===== config.mk =====
export PLATFORM = sky130hd
export DESIGN_NAME = source_char_tokenizer
export DESIGN_NICKNAME = d
export VERILOG_FILES = /design/src/rtl/stc_pkg.sv /design/src/rtl/source_char_tokenizer.sv /design/src/rtl/stc_scan_core.sv /design/src/rtl/stc_result_queue.sv
export SDC_FILE = /design/constraint.sdc
export NUM_CORES = 1
export LEC_CHECK = 0
export ABC_AREA = 1
export CORE_MARGIN = 5
export CORE_UTILIZATION = 35
export CTS_CLUSTER_SIZE = 10
export DETAILED_ROUTE_END_ITERATION = 8
export DONT_BUFFER_PORTS = 1
export GPL_TIMING_DRIVEN = 0
export PLACE_DENSITY = 0.5
export SLEW_MARGIN = 20
export SYNTH_ARGS = -nofsm -noshare
export SYNTH_HDL_FRONTEND = slang
export SYNTH_HIERARCHICAL = 1
export SYNTH_SLANG_ARGS = --single-unit

===== constraint.sdc =====
create_clock -name aclk -period 39.4 [get_ports aclk]
set_clock_uncertainty 0.05 [all_clocks]
set_input_delay 11.82 -clock aclk [delete_from_list [all_inputs] [get_ports aclk]]
set_output_delay 11.82 -clock aclk [all_outputs]
set_load 0.02 [all_outputs]

===== src/rtl/stc_pkg.sv =====
`default_nettype none

package stc_pkg;

    typedef enum logic [2:0] {
        MODE_IDLE   = 3'd0,
        MODE_IDENT  = 3'd1,
        MODE_NUMBER = 3'd2,
        MODE_STRING = 3'd3,
        MODE_CMP    = 3'd4
    } scan_mode_t;

    typedef enum logic [4:0] {
        TOK_VAR     = 5'd0,
        TOK_PRINT   = 5'd1,
        TOK_IF      = 5'd2,
        TOK_ELSE    = 5'd3,
        TOK_RETURN  = 5'd4,
        TOK_ID      = 5'd5,
        TOK_NUMBER  = 5'd6,
        TOK_STRING  = 5'd7,
        TOK_OP      = 5'd8,
        TOK_COMPARE = 5'd9,
        TOK_ASSIGN  = 5'd10,
        TOK_LPAREN  = 5'd11,
        TOK_RPAREN  = 5'd12,
        TOK_LBRACE  = 5'd13,
        TOK_RBRACE  = 5'd14,
        TOK_SEMI    = 5'd15,
        TOK_END     = 5'd16
    } tok_t;

    typedef enum logic [1:0] {
        ERR_NONE    = 2'd0,
        ERR_ILLEGAL = 2'd1,
        ERR_UNTERM  = 2'd2
    } err_t;

    localparam logic KIND_TOKEN = 1'b0;
    localparam logic KIND_ERROR = 1'b1;

    localparam int RES_SLOTS = 3;

    localparam logic [47:0] KW_VAR_TEXT    = 48'h000000766172;
    localparam logic [47:0] KW_PRINT_TEXT  = 48'h007072696E74;
    localparam logic [47:0] KW_IF_TEXT     = 48'h000000006966;
    localparam logic [47:0] KW_ELSE_TEXT   = 48'h0000656C7365;
    localparam logic [47:0] KW_RETURN_TEXT = 48'h72657475726E;

    typedef struct packed {
        logic        kind;
        tok_t        ttype;
        err_t        err;
        logic [15:0] line;
        logic [15:0] col;
        logic [15:0] len;
        logic [7:0]  bad;
    } res_t;

    typedef struct packed {
        logic [1:0]               count;
        res_t [RES_SLOTS-1:0]     slot;
    } batch_t;

endpackage

`default_nettype wire


===== src/rtl/source_char_tokenizer.sv =====
`default_nettype none

// Channel   Direction  tdata                 tuser       tlast
// s_        in         char_byte [7:0]       -           end_of_source
// m_        out        token/error fields    item_kind   last_of_run
//
// One source byte is taken per cycle unless the m_ side stalls; an input register
// holds the byte while the scan logic forms up to three results, which load into the
// result register. Results leave one per cycle while m_tready is high, and the next
// byte is taken as the last of them is transferred.
// Reset is synchronous on aresetn and returns the scanner to the start of a source.
// A stalled m_ side holds the pending byte in the input register and drops s_tready.
module source_char_tokenizer #(
    parameter int COUNTER_BITS = 16
) (
    input  wire logic        aclk,
    input  wire logic        aresetn,
    input  wire logic        s_tvalid,
    output logic             s_tready,
    input  wire logic [7:0]  s_tdata,   // char_byte [7:0]
    input  wire logic        s_tlast,
    output logic             m_tvalid,
    input  wire logic        m_tready,
    // token_type [4:0], error_code [6:5], line_number [22:7], column [38:23],
    // token_length [54:39], bad_byte [62:55], zero [63]
    output logic [63:0]      m_tdata,
    output logic [0:0]       m_tuser,   // item_kind [0]
    output logic             m_tlast
);
    import stc_pkg::*;

    batch_t batch;
    logic   batch_load;
    logic   q_free;
    res_t   out_res;

    stc_scan_core #(
        .COUNTER_BITS(COUNTER_BITS)
    ) u_core (
        .aclk       (aclk),
        .aresetn    (aresetn),
        .in_valid   (s_tvalid),
        .in_ready   (s_tready),
        .in_byte    (s_tdata),
        .in_eos     (s_tlast),
        .q_free     (q_free),
        .batch      (batch),
        .batch_load (batch_load)
    );

    stc_result_queue u_queue (
        .aclk       (aclk),
        .aresetn    (aresetn),
        .batch      (batch),
        .batch_load (batch_load),
        .q_free     (q_free),
        .out_valid  (m_tvalid),
        .out_ready  (m_tready),
        .out_res    (out_res),
        .out_last   (m_tlast)
    );

    assign m_tdata = {1'b0, out_res.bad, out_res.len, out_res.col, out_res.line,
                      out_res.err, out_res.ttype};
    assign m_tuser = out_res.kind;

endmodule

`default_nettype wire


===== src/rtl/stc_scan_core.sv =====
`default_nettype none

module stc_scan_core #(
    parameter int COUNTER_BITS = 16
) (
    input  wire logic           aclk,
    input  wire logic           aresetn,
    input  wire logic           in_valid,
    output logic                in_ready,
    input  wire logic [7:0]     in_byte,
    input  wire logic           in_eos,
    input  wire logic           q_free,
    output stc_pkg::batch_t     batch,
    output logic                batch_load
);
    import stc_pkg::*;

    localparam int CB = COUNTER_BITS;
    localparam int WW = (CB > 16) ? CB : 16;
    localparam logic [CB-1:0] CMAX = {CB{1'b1}};
    localparam logic [CB-1:0] CONE = CB'(1);

    logic            in_valid_reg;
    logic [7:0]      in_byte_reg;
    logic            in_eos_reg;
    logic            fire;

    scan_mode_t      mode_reg, mode_next;
    logic [CB-1:0]   ts_reg, ts_next;
    logic [CB-1:0]   pos_reg, pos_next;
    logic [CB-1:0]   ls_reg, ls_next;
    logic [CB-1:0]   line_reg, line_next;
    logic [47:0]     prefix_reg, prefix_next;
    logic [2:0]      plen_reg, plen_next;
    logic [7:0]      pend_reg, pend_next;

    logic            a_v, bc_v, end_v, consumed;
    res_t            a_res, bc_res, end_res;
    logic [7:0]      c;
    logic [CB-1:0]   p;

    function automatic logic [CB-1:0] sat_inc(input logic [CB-1:0] v);
        return (v == CMAX) ? CMAX : v + CONE;
    endfunction

    function automatic logic [15:0] clamp16(input logic [CB-1:0] v);
        logic [WW-1:0] w;
        w = WW'(v);
        return (w > WW'(16'hFFFF)) ? 16'hFFFF : w[15:0];
    endfunction

    function automatic logic is_alpha(input logic [7:0] b);
        return (b >= "a" && b <= "z") || (b >= "A" && b <= "Z");
    endfunction

    function automatic logic is_digit(input logic [7:0] b);
        return b >= "0" && b <= "9";
    endfunction

    function automatic tok_t ident_type(input logic [47:0] pre, input logic [2:0] len);
        tok_t t;
        priority if (len == 3'd3 && pre == KW_VAR_TEXT) t = TOK_VAR;
        else if (len == 3'd5 && pre == KW_PRINT_TEXT) t = TOK_PRINT;
        else if (len == 3'd2 && pre == KW_IF_TEXT) t = TOK_IF;
        else if (len == 3'd4 && pre == KW_ELSE_TEXT) t = TOK_ELSE;
        else if (len == 3'd6 && pre == KW_RETURN_TEXT) t = TOK_RETURN;
        else t = TOK_ID;
        return t;
    endfunction

    function automatic res_t mk_res(input logic kind, input tok_t tt, input err_t e,
                                    input logic [CB-1:0] ln, input logic [15:0] col,
                                    input logic [15:0] len, input logic [7:0] b);
        res_t r;
        r.kind  = kind;
        r.ttype = tt;
        r.err   = e;
        r.line  = clamp16(ln);
        r.col   = col;
        r.len   = len;
        r.bad   = b;
        return r;
    endfunction

    function automatic res_t mk_pending(input scan_mode_t m, input logic [47:0] pre,
                                        input logic [2:0] plen, input logic [7:0] pend,
                                        input logic [CB-1:0] ln, input logic [CB-1:0] ts,
                                        input logic [CB-1:0] ls, input logic [CB-1:0] endp);
        res_t r;
        logic [15:0] col;
        logic [15:0] len;
        col = clamp16(ts - ls);
        len = clamp16(endp - ts);
        unique case (m)
            MODE_IDENT:  r = mk_res(KIND_TOKEN, ident_type(pre, plen), ERR_NONE, ln, col, len,
                                    8'd0);
            MODE_NUMBER: r = mk_res(KIND_TOKEN, TOK_NUMBER, ERR_NONE, ln, col, len, 8'd0);
            MODE_CMP:    r = mk_res(KIND_TOKEN, (pend == "=") ? TOK_ASSIGN : TOK_COMPARE,
                                    ERR_NONE, ln, col, 16'd1, 8'd0);
            MODE_STRING: r = mk_res(KIND_ERROR, TOK_VAR, ERR_UNTERM, ln, col, len, 8'd0);
            default:     r = mk_res(KIND_TOKEN, TOK_END, ERR_NONE, ln, 16'd0, 16'd0, 8'd0);
        endcase
        return r;
    endfunction

    assign fire     = in_valid_reg && q_free;
    assign in_ready = !in_valid_reg || q_free;

    always_ff @(posedge aclk) begin
        if (!aresetn) begin
            in_valid_reg <= 1'b0;
        end else if (in_ready) begin
            in_valid_reg <= in_valid;
        end
        if (in_ready && in_valid) begin
            in_byte_reg <= in_byte;
            in_eos_reg  <= in_eos;
        end
    end

    always_comb begin
        mode_next   = mode_reg;
        ts_next     = ts_reg;
        pos_next    = pos_reg;
        ls_next     = ls_reg;
        line_next   = line_reg;
        prefix_next = prefix_reg;
        plen_next   = plen_reg;
        pend_next   = pend_reg;
        consumed    = 1'b0;
        a_v         = 1'b0;
        bc_v        = 1'b0;
        end_v       = 1'b0;
        c           = in_byte_reg;
        p           = pos_reg;
        a_res       = mk_res(KIND_TOKEN, TOK_END, ERR_NONE, line_reg, 16'd0, 16'd0, 8'd0);
        bc_res      = a_res;
        end_res     = a_res;

        unique case (mode_reg)
            MODE_IDENT: begin
                if (is_alpha(c) || is_digit(c) || c == "_") begin
                    if (plen_reg < 3'd6) prefix_next = {prefix_reg[39:0], c};
                    if (plen_reg < 3'd7) plen_next = plen_reg + 3'd1;
                    consumed = 1'b1;
                end else begin
                    a_v = 1'b1;
                    a_res = mk_pending(mode_reg, prefix_reg, plen_reg, pend_reg, line_reg,
                                       ts_reg, ls_reg, p);
                    mode_next = MODE_IDLE;
                end
            end
            MODE_NUMBER: begin
                if (is_digit(c)) begin
                    consumed = 1'b1;
                end else begin
                    a_v = 1'b1;
                    a_res = mk_pending(mode_reg, prefix_reg, plen_reg, pend_reg, line_reg,
                                       ts_reg, ls_reg, p);
                    mode_next = MODE_IDLE;
                end
            end
            MODE_CMP: begin
                a_v = 1'b1;
                mode_next = MODE_IDLE;
                if (c == "=") begin
                    a_res = mk_res(KIND_TOKEN, TOK_COMPARE, ERR_NONE, line_reg,
                                   clamp16(ts_reg - ls_reg), 16'd2, 8'd0);
                    consumed = 1'b1;
                end else begin
                    a_res = mk_pending(mode_reg, prefix_reg, plen_reg, pend_reg, line_reg,
                                       ts_reg, ls_reg, p);
                end
            end
            MODE_STRING: begin
                if (c == "\"") begin
                    a_v = 1'b1;
                    a_res = mk_res(KIND_TOKEN, TOK_STRING, ERR_NONE, line_reg,
                                   clamp16(ts_reg - ls_reg), clamp16(p - ts_reg), 8'd0);
                    mode_next = MODE_IDLE;
                end
                consumed = 1'b1;
            end
            default: begin
                mode_next = MODE_IDLE;
            end
        endcase

        if (!consumed) begin
            bc_res = mk_res(KIND_TOKEN, TOK_OP, ERR_NONE, line_reg, clamp16(p - ls_reg),
                            16'd1, 8'd0);
            priority if (c == " " || (c >= 8'h09 && c <= 8'h0D)) begin
                if (c == 8'h0A) begin
                    line_next = sat_inc(line_reg);
                    ls_next   = sat_inc(p);
                end
            end else if (is_alpha(c) || c == "_") begin
                mode_next   = MODE_IDENT;
                ts_next     = p;
                prefix_next = {40'd0, c};
                plen_next   = 3'd1;
            end else if (is_digit(c)) begin
                mode_next = MODE_NUMBER;
                ts_next   = p;
            end else if (c == "\"") begin
                mode_next = MODE_STRING;
                ts_next   = sat_inc(p);
            end else if (c == "+" || c == "-" || c == "*" || c == "/") begin
                bc_v = 1'b1;
            end else if (c == "=" || c == "!" || c == "<" || c == ">") begin
                mode_next = MODE_CMP;
                ts_next   = p;
                pend_next = c;
            end else if (c == "(") begin
                bc_v = 1'b1;
                bc_res.ttype = TOK_LPAREN;
            end else if (c == ")") begin
                bc_v = 1'b1;
                bc_res.ttype = TOK_RPAREN;
            end else if (c == "{") begin
                bc_v = 1'b1;
                bc_res.ttype = TOK_LBRACE;
            end else if (c == "}") begin
                bc_v = 1'b1;
                bc_res.ttype = TOK_RBRACE;
            end else if (c == ";") begin
                bc_v = 1'b1;
                bc_res.ttype = TOK_SEMI;
            end else begin
                bc_v = 1'b1;
                bc_res.kind  = KIND_ERROR;
                bc_res.ttype = TOK_VAR;
                bc_res.err   = ERR_ILLEGAL;
                bc_res.bad   = c;
            end
        end

        pos_next = sat_inc(p);

        if (in_eos_reg) begin
            if (mode_next != MODE_IDLE) begin
                bc_v = 1'b1;
                bc_res = mk_pending(mode_next, prefix_next, plen_next, pend_next, line_next,
                                    ts_next, ls_next, pos_next);
            end
            end_v   = 1'b1;
            end_res = mk_res(KIND_TOKEN, TOK_END, ERR_NONE, line_next, 16'd0, 16'd0, 8'd0);
            mode_next   = MODE_IDLE;
            ts_next     = '0;
            pos_next    = '0;
            ls_next     = '0;
            line_next   = CONE;
            prefix_next = '0;
            plen_next   = '0;
            pend_next   = '0;
        end

        batch.count   = 2'({1'b0, a_v} + {1'b0, bc_v} + {1'b0, end_v});
        batch.slot[0] = a_v ? a_res : (bc_v ? bc_res : end_res);
        batch.slot[1] = a_v ? (bc_v ? bc_res : end_res) : end_res;
        batch.slot[2] = end_res;
    end

    assign batch_load = fire && (batch.count != 2'd0);

    always_ff @(posedge aclk) begin
        if (!aresetn) begin
            mode_reg   <= MODE_IDLE;
            ts_reg     <= '0;
            pos_reg    <= '0;
            ls_reg     <= '0;
            line_reg   <= CONE;
            prefix_reg <= '0;
            plen_reg   <= '0;
            pend_reg   <= '0;
        end else if (fire) begin
            mode_reg   <= mode_next;
            ts_reg     <= ts_next;
            pos_reg    <= pos_next;
            ls_reg     <= ls_next;
            line_reg   <= line_next;
            prefix_reg <= prefix_next;
            plen_reg   <= plen_next;
            pend_reg   <= pend_next;
        end
    end

endmodule

`default_nettype wire


===== src/rtl/stc_result_queue.sv =====
`default_nettype none

module stc_result_queue (
    input  wire logic           aclk,
    input  wire logic           aresetn,
    input  wire stc_pkg::batch_t batch,
    input  wire logic           batch_load,
    output logic                q_free,
    output logic                out_valid,
    input  wire logic           out_ready,
    output stc_pkg::res_t       out_res,
    output logic                out_last
);
    import stc_pkg::*;

    batch_t      batch_reg;
    logic [1:0]  rem_reg;
    logic [1:0]  idx_reg;

    assign out_valid = (rem_reg != 2'd0);
    assign out_last  = (rem_reg == 2'd1);
    assign out_res   = batch_reg.slot[idx_reg];
    assign q_free    = (rem_reg == 2'd0) || (rem_reg == 2'd1 && out_ready);

    always_ff @(posedge aclk) begin
        if (!aresetn) begin
            rem_reg <= 2'd0;
            idx_reg <= 2'd0;
        end else if (batch_load) begin
            rem_reg <= batch.count;
            idx_reg <= 2'd0;
        end else if (out_valid && out_ready) begin
            rem_reg <= rem_reg - 2'd1;
            idx_reg <= idx_reg + 2'd1;
        end
        if (batch_load) begin
            batch_reg <= batch;
        end
    end

endmodule

`default_nettype wire

## Word level (Yosys, flattened, before mapping)

Cells that the tools add are included.

- Add/subtract/negate cells: 12
- Order comparisons: 18
- Eq/ne operators: 50
- Muxes and demuxes: 139
- Bitwise operators: 1
- Reductions and logical operators: 39

Operators by type and width:

| cell | number |
|---|---|
| case mux 64 bit (4 select lines) | 2 |
| 2-to-1 mux 64 bit | 7 |
| 2-to-1 mux 16 bit | 26 |
| 2-to-1 mux 48 bit | 7 |
| 2-to-1 mux 63 bit | 4 |
| 2-to-1 mux 8 bit | 25 |
| binary-select mux 64 bit (select 2 bit) | 1 |
| == test 8 x 6 -> 1 bit, second input constant | 15 |
| > comparator 16 bit, second input constant | 7 |
| == test 48 x 15 -> 1 bit, second input constant | 2 |
| == test 48 x 23 -> 1 bit, second input constant | 2 |
| == test 48 x 31 -> 1 bit, second input constant | 2 |
| == test 48 x 39 -> 1 bit, second input constant | 2 |
| == test 48 x 47 -> 1 bit, second input constant | 2 |
| subtractor 16 bit | 5 |
| 2-to-1 mux 5 bit | 12 |
| 2-to-1 mux 56 bit | 1 |
| 2-to-1 mux 3 bit | 18 |
| adder 16 x 1 -> 16 bit, second input constant | 2 |
| == test 16 bit, second input constant | 2 |
| 2-to-1 mux 1 bit | 28 |
| == test 3 x 2 -> 1 bit, second input constant | 8 |
| == test 3 bit, second input constant | 8 |
| == test 8 x 7 -> 1 bit, second input constant | 3 |
| other kinds (28) | 68 |

- Register bits: 332
- Input port bits: 13
- Output and inout port bits: 68
- Word-level logic and storage cells: 293

## Longest topological paths before layout

- Depth after elaboration: 22
- Depth in mapped cells: 34
- Mapped depth without buffers: 31

## Modules after synthesis

Netlist, hierarchy kept.

Modules (own cells, without submodules):

| module | times used | cells each | area each (um^2) | seq. area each (um^2) |
|---|---|---|---|---|
| stc_scan_core | 1 | 2482 | 14506.4 | 2812.7 |
| stc_result_queue | 1 | 524 | 7467.2 | 5845.6 |
| source_char_tokenizer | 1 | 2 | 11.3 | 0.0 |

## Worst setup path after synthesis

No wires, ideal clock.

- Kind: input-to-output
- From: input m_tready
- To: output s_tready
- Arrival: 12.143 ns
- Required time: 27.530 ns
- Path slack: 15.387 ns
- Cell stages on the path: 4
- Buffers on the path: 0
- Cell sequence: nand2_1 > nand2_1 > inv_1 > nand2_1

- Cells in the longest elaborated chain, start to end: 3

RTL lines:

| what | RTL line | RTL |
|---|---|---|
| start, declared | source_char_tokenizer.sv:23 | `input wire logic m_tready,` |
| logical AND 1 bit | stc_result_queue.sv:23 | `assign q_free = (rem_reg == 2'd0) \|\| (rem_reg == 2'd1 && out_ready);` |
| logical OR 1 bit | stc_result_queue.sv:23 |  |
| net q_free | source_char_tokenizer.sv:34 | `logic q_free;` |
| logical OR 1 bit | stc_scan_core.sv:107 | `assign in_ready = !in_valid_reg \|\| q_free;` |
| end, declared | source_char_tokenizer.sv:19 | `output logic s_tready,` |

The timed path passes the listed nets, and every way through them passes these cells.

## Worst setup path after layout

Same ends and word-level chain as after synthesis.

==> impl_results.md <==
* Outcome: completed
* Finished Layout Cells at a little under 4,000
* Post-synth EDFFs at approximately 200
* Worst Path Buf+Inv at 1
* First-pass GRT wire length at 129 mm
* Area growth syn-to-layout at 12.2%
* Cells after DPL at 3,898
* WS Path Type: input port to output port
* Yosys reg bits at between 300 and 400
* Detailed-route DRC error count at 0
* Clock transition at path regs at approximately 0.05 ns
* # hold bufs at CTS at 0
* CP max stage delay at 0.19 ns
* Final setup viols at 0
* Worst skew pair latency at 0.58 ns
* Synth async-reset ratio at 0%
* DRT iter0 DRCs at 2,184
* Number of global-route vias before repair at roughly 20,000
* CP most frequent cell: nand2_1
* Vias at between 20,000 and 25,000
* CP endpoint kind: output port
* Number of buffers created by CTS at 42
* Slew @ Worst Pin at 1.17 ns
* Die ar. at 0.0679 mm²
* Slew margin rel. at 21.2%
* Cell Pwr Density at 47.2 mW/mm²
* H-Tree Level Count at 2
* Top FF cell, synth: edfxtp_1
* RSZ-0062 raised after global routing: no
* Postcts setup bufs at 0
* Final wirelength at 87.1 mm
* Synthesis warning total at 6
* Layout Nets at approximately 3,200
* GRT Overall Usage at roughly 25%
* Static leakage at 9.86 nW
* CTS root buf: clkbuf_16
* Io pins at roughly 80
* Post-route cell area at between 0.02 and 0.025 mm²
* Peak supply drop at 0.0000265 V
* CTS sink cnt at between 300 and 400
* CP top delay family: simple AND/OR/NAND/NOR gates
* Syn avg cell area at 7.31 µm²
* # resized after CTS at 0
* Cells after Synth at 3,008
* Share of layout cells above drive strength 1 at 7.34%
* Longest Clk Path Bufs at 3
* CTS tree: done
* Hold Path Class: flip-flop to flip-flop
* Distinct cells, synth at 60
* Antenna Cells at 0
* Period utilization at 61.2%
* Fmax at 0.0415 GHz
* Setup WS pre-CTS at 15.26 ns
* Register Area at 0.00866 mm²
* ANT nets after route at 0
* Max Slew Vio Count at 0
* Die W at 261 µm
* Min Clock Period, post-route at 24.12 ns
* Dpl cell area at 0.0234 mm²
* Final GP Congestion at 0.978
* Core area at approximately 0.062 mm²
* Max reg flops at between 150 and 200
* Vias/cell at 5.36
* Startpoint types: input port
* CP Cell Sequence: nand2_1, nand2_1, inv_1, nand2_1
* Input/output buffers at 0
* Row count at 91
* Final setup margin at ~15 ns
* Critical Path RT at around 28 ns
* Critical path data arrival time at around 12 ns
* Final hold violation count at 0
* Grt ovf at 0
* Fin Setup TNS at 0 ns
* First drt pass iteration count at 6
* Initial antenna violation count at 3
* Die height at around 260 µm
* CP max FO at 3
* Syn Std Cell Area at approximately 0.022 mm²
* Largest net degree at the start of global routing at 30
* Critical Path Slowest Stage Cell: nand2_1
* WL per Instance at 21.9 µm
* Max Cap Viol at 0
* Area occupied by multi-input gates at 0.0111 mm²
* Initial Util at 35.5%
* Hpwl dp at 67.8 mm
* Sequential-to-total area share from yosys stat at about 39%
* Total power at 1.16 mW
* Layout fillers at 6,582
-- cells in the mapped netlist (all sizes together) (58+ instances only) --
| library cell | instances | area, µm² |
|---|---|---|
| nand3 | 211 | 1090 |
| edfxtp | 201 | 6040 |
| nor2 | 312 | 1220 |
| nand2 | 666 | 2510 |
| buf | 112 | 802 |
| clkbuf | 70 | 265 |
| dfxtp | 131 | 2620 |
| o21ai | 310 | 1560 |
| inv | 344 | 1290 |
| a21oi | 223 | 1120 |
| nand4 | 82 | 519 |
| nor3 | 58 | 320 |
| ha | 84 | 1050 |
-- per-stage QoR --
stage	hold slack, ns	utilization, %
5_1_grt	0.443	39.8
3_3_place_gp	0.407	37.5
6_report	0.420	39.8
2_1_floorplan	0.395	-
3_5_place_dp	0.412	37.7
4_1_cts	0.420	39.8
-- worst reg2reg max path, stage by stage (launching register included) --
cell and delay [ns]:
dfxtp_1 0.59, ha_1 0.26, nand2_1 0.12, nor3_1 0.69
nand4_1 0.71, o21ai_0 0.45, o22ai_1 0.14, nand2_1 0.07
o21ai_0 0.11, ha_1 0.38, nand2_1 0.08, nand2_1 0.04
a31oi_1 0.46, o221ai_1 0.34, a21oi_1 0.20, o21ai_0 0.11
nand2_1 0.11, nand2_1 0.06, a21oi_1 0.20, o21ai_0 0.13
o21ai_0 0.71, o21ai_0 0.29
-- layer usage --
metal  vias to the layer above  track usage (%)  share of wire, %
li1                      10300                -                 -
met1                     10100             34.9                45
met2                       748             40.7                45
met3                       130             3.71               6.8
met4                         0             7.09               2.9
met5                         -                0                 0
-- final cells by class --
cell class | count | share of cell area [%]
buffer | 182 | 4.33
clock buffer | 64 | 4.84
clock inverter | 9 | 0.472
inverter | 345 | 5.26
multi-input combinational | 2195 | 45.2
sequential | 332 | 35.1
tap | 837 | 4.25
timing repair buffer | 7 | 0.568
-- cells in the final DEF (no fill, tap or decap), types with 8 or more instances in the layout --
cell       instances
o21ai_0          235
buf_6             18
conb_1            49
nand4_1           81
dfxtp_1          131
nor4_1            18
o21ai_1           73
edfxtp_1         201
a21oi_1          222
clkbuf_16         43
xor2_1            32
clkbuf_1          85
buf_2             32
nor2_2            12
inv_1            335
inv_2              8
o22ai_1           43
or2_2             17
nand2_1          663
xnor2_1           17
o221ai_1           8
o31ai_1           10
nand3_1          208
buf_4             55
ha_1              84
nor3_1            52
nor2_1           296
-- where the power goes --
group          internal (mW)  total [mW]  leakage (nW)  switching (mW)
registers              0.413       0.427          2.94          0.0137
logic                 0.0936       0.361          6.28           0.268
clock network          0.222       0.376         0.638           0.154
total                  0.728        1.16          9.86           0.435
-- cell families after synthesis --
kind of cell / after synthesis / synth area share, %
buffers and inverters: 527 / 10.8
other: 3 / 0.0512
AOI/OAI and AO/OA: 626 / 15.2
xor gates and xnor gates: 49 / 1.95
muxes: 1 / 0.0455
and+or+nand+nor: 1380 / 27.2
adders and majority gates: 90 / 5.33
DFF: 332 / 39.4
-- final timing paths --
path,slack (ns),from,endpoint,depth (start not counted)
worst max-delay path,15.28,m_tready,s_tready,4
worst min-delay path,0.42,u_core/ls_reg[1],u_core/ls_reg[1],2
worst max register to register,32.75,u_core/p[1],u_queue/batch_reg[21],21
worst min register to register,0.42,u_core/ls_reg[1],u_core/ls_reg[1],2
Power figures use the tool's default switching activity.
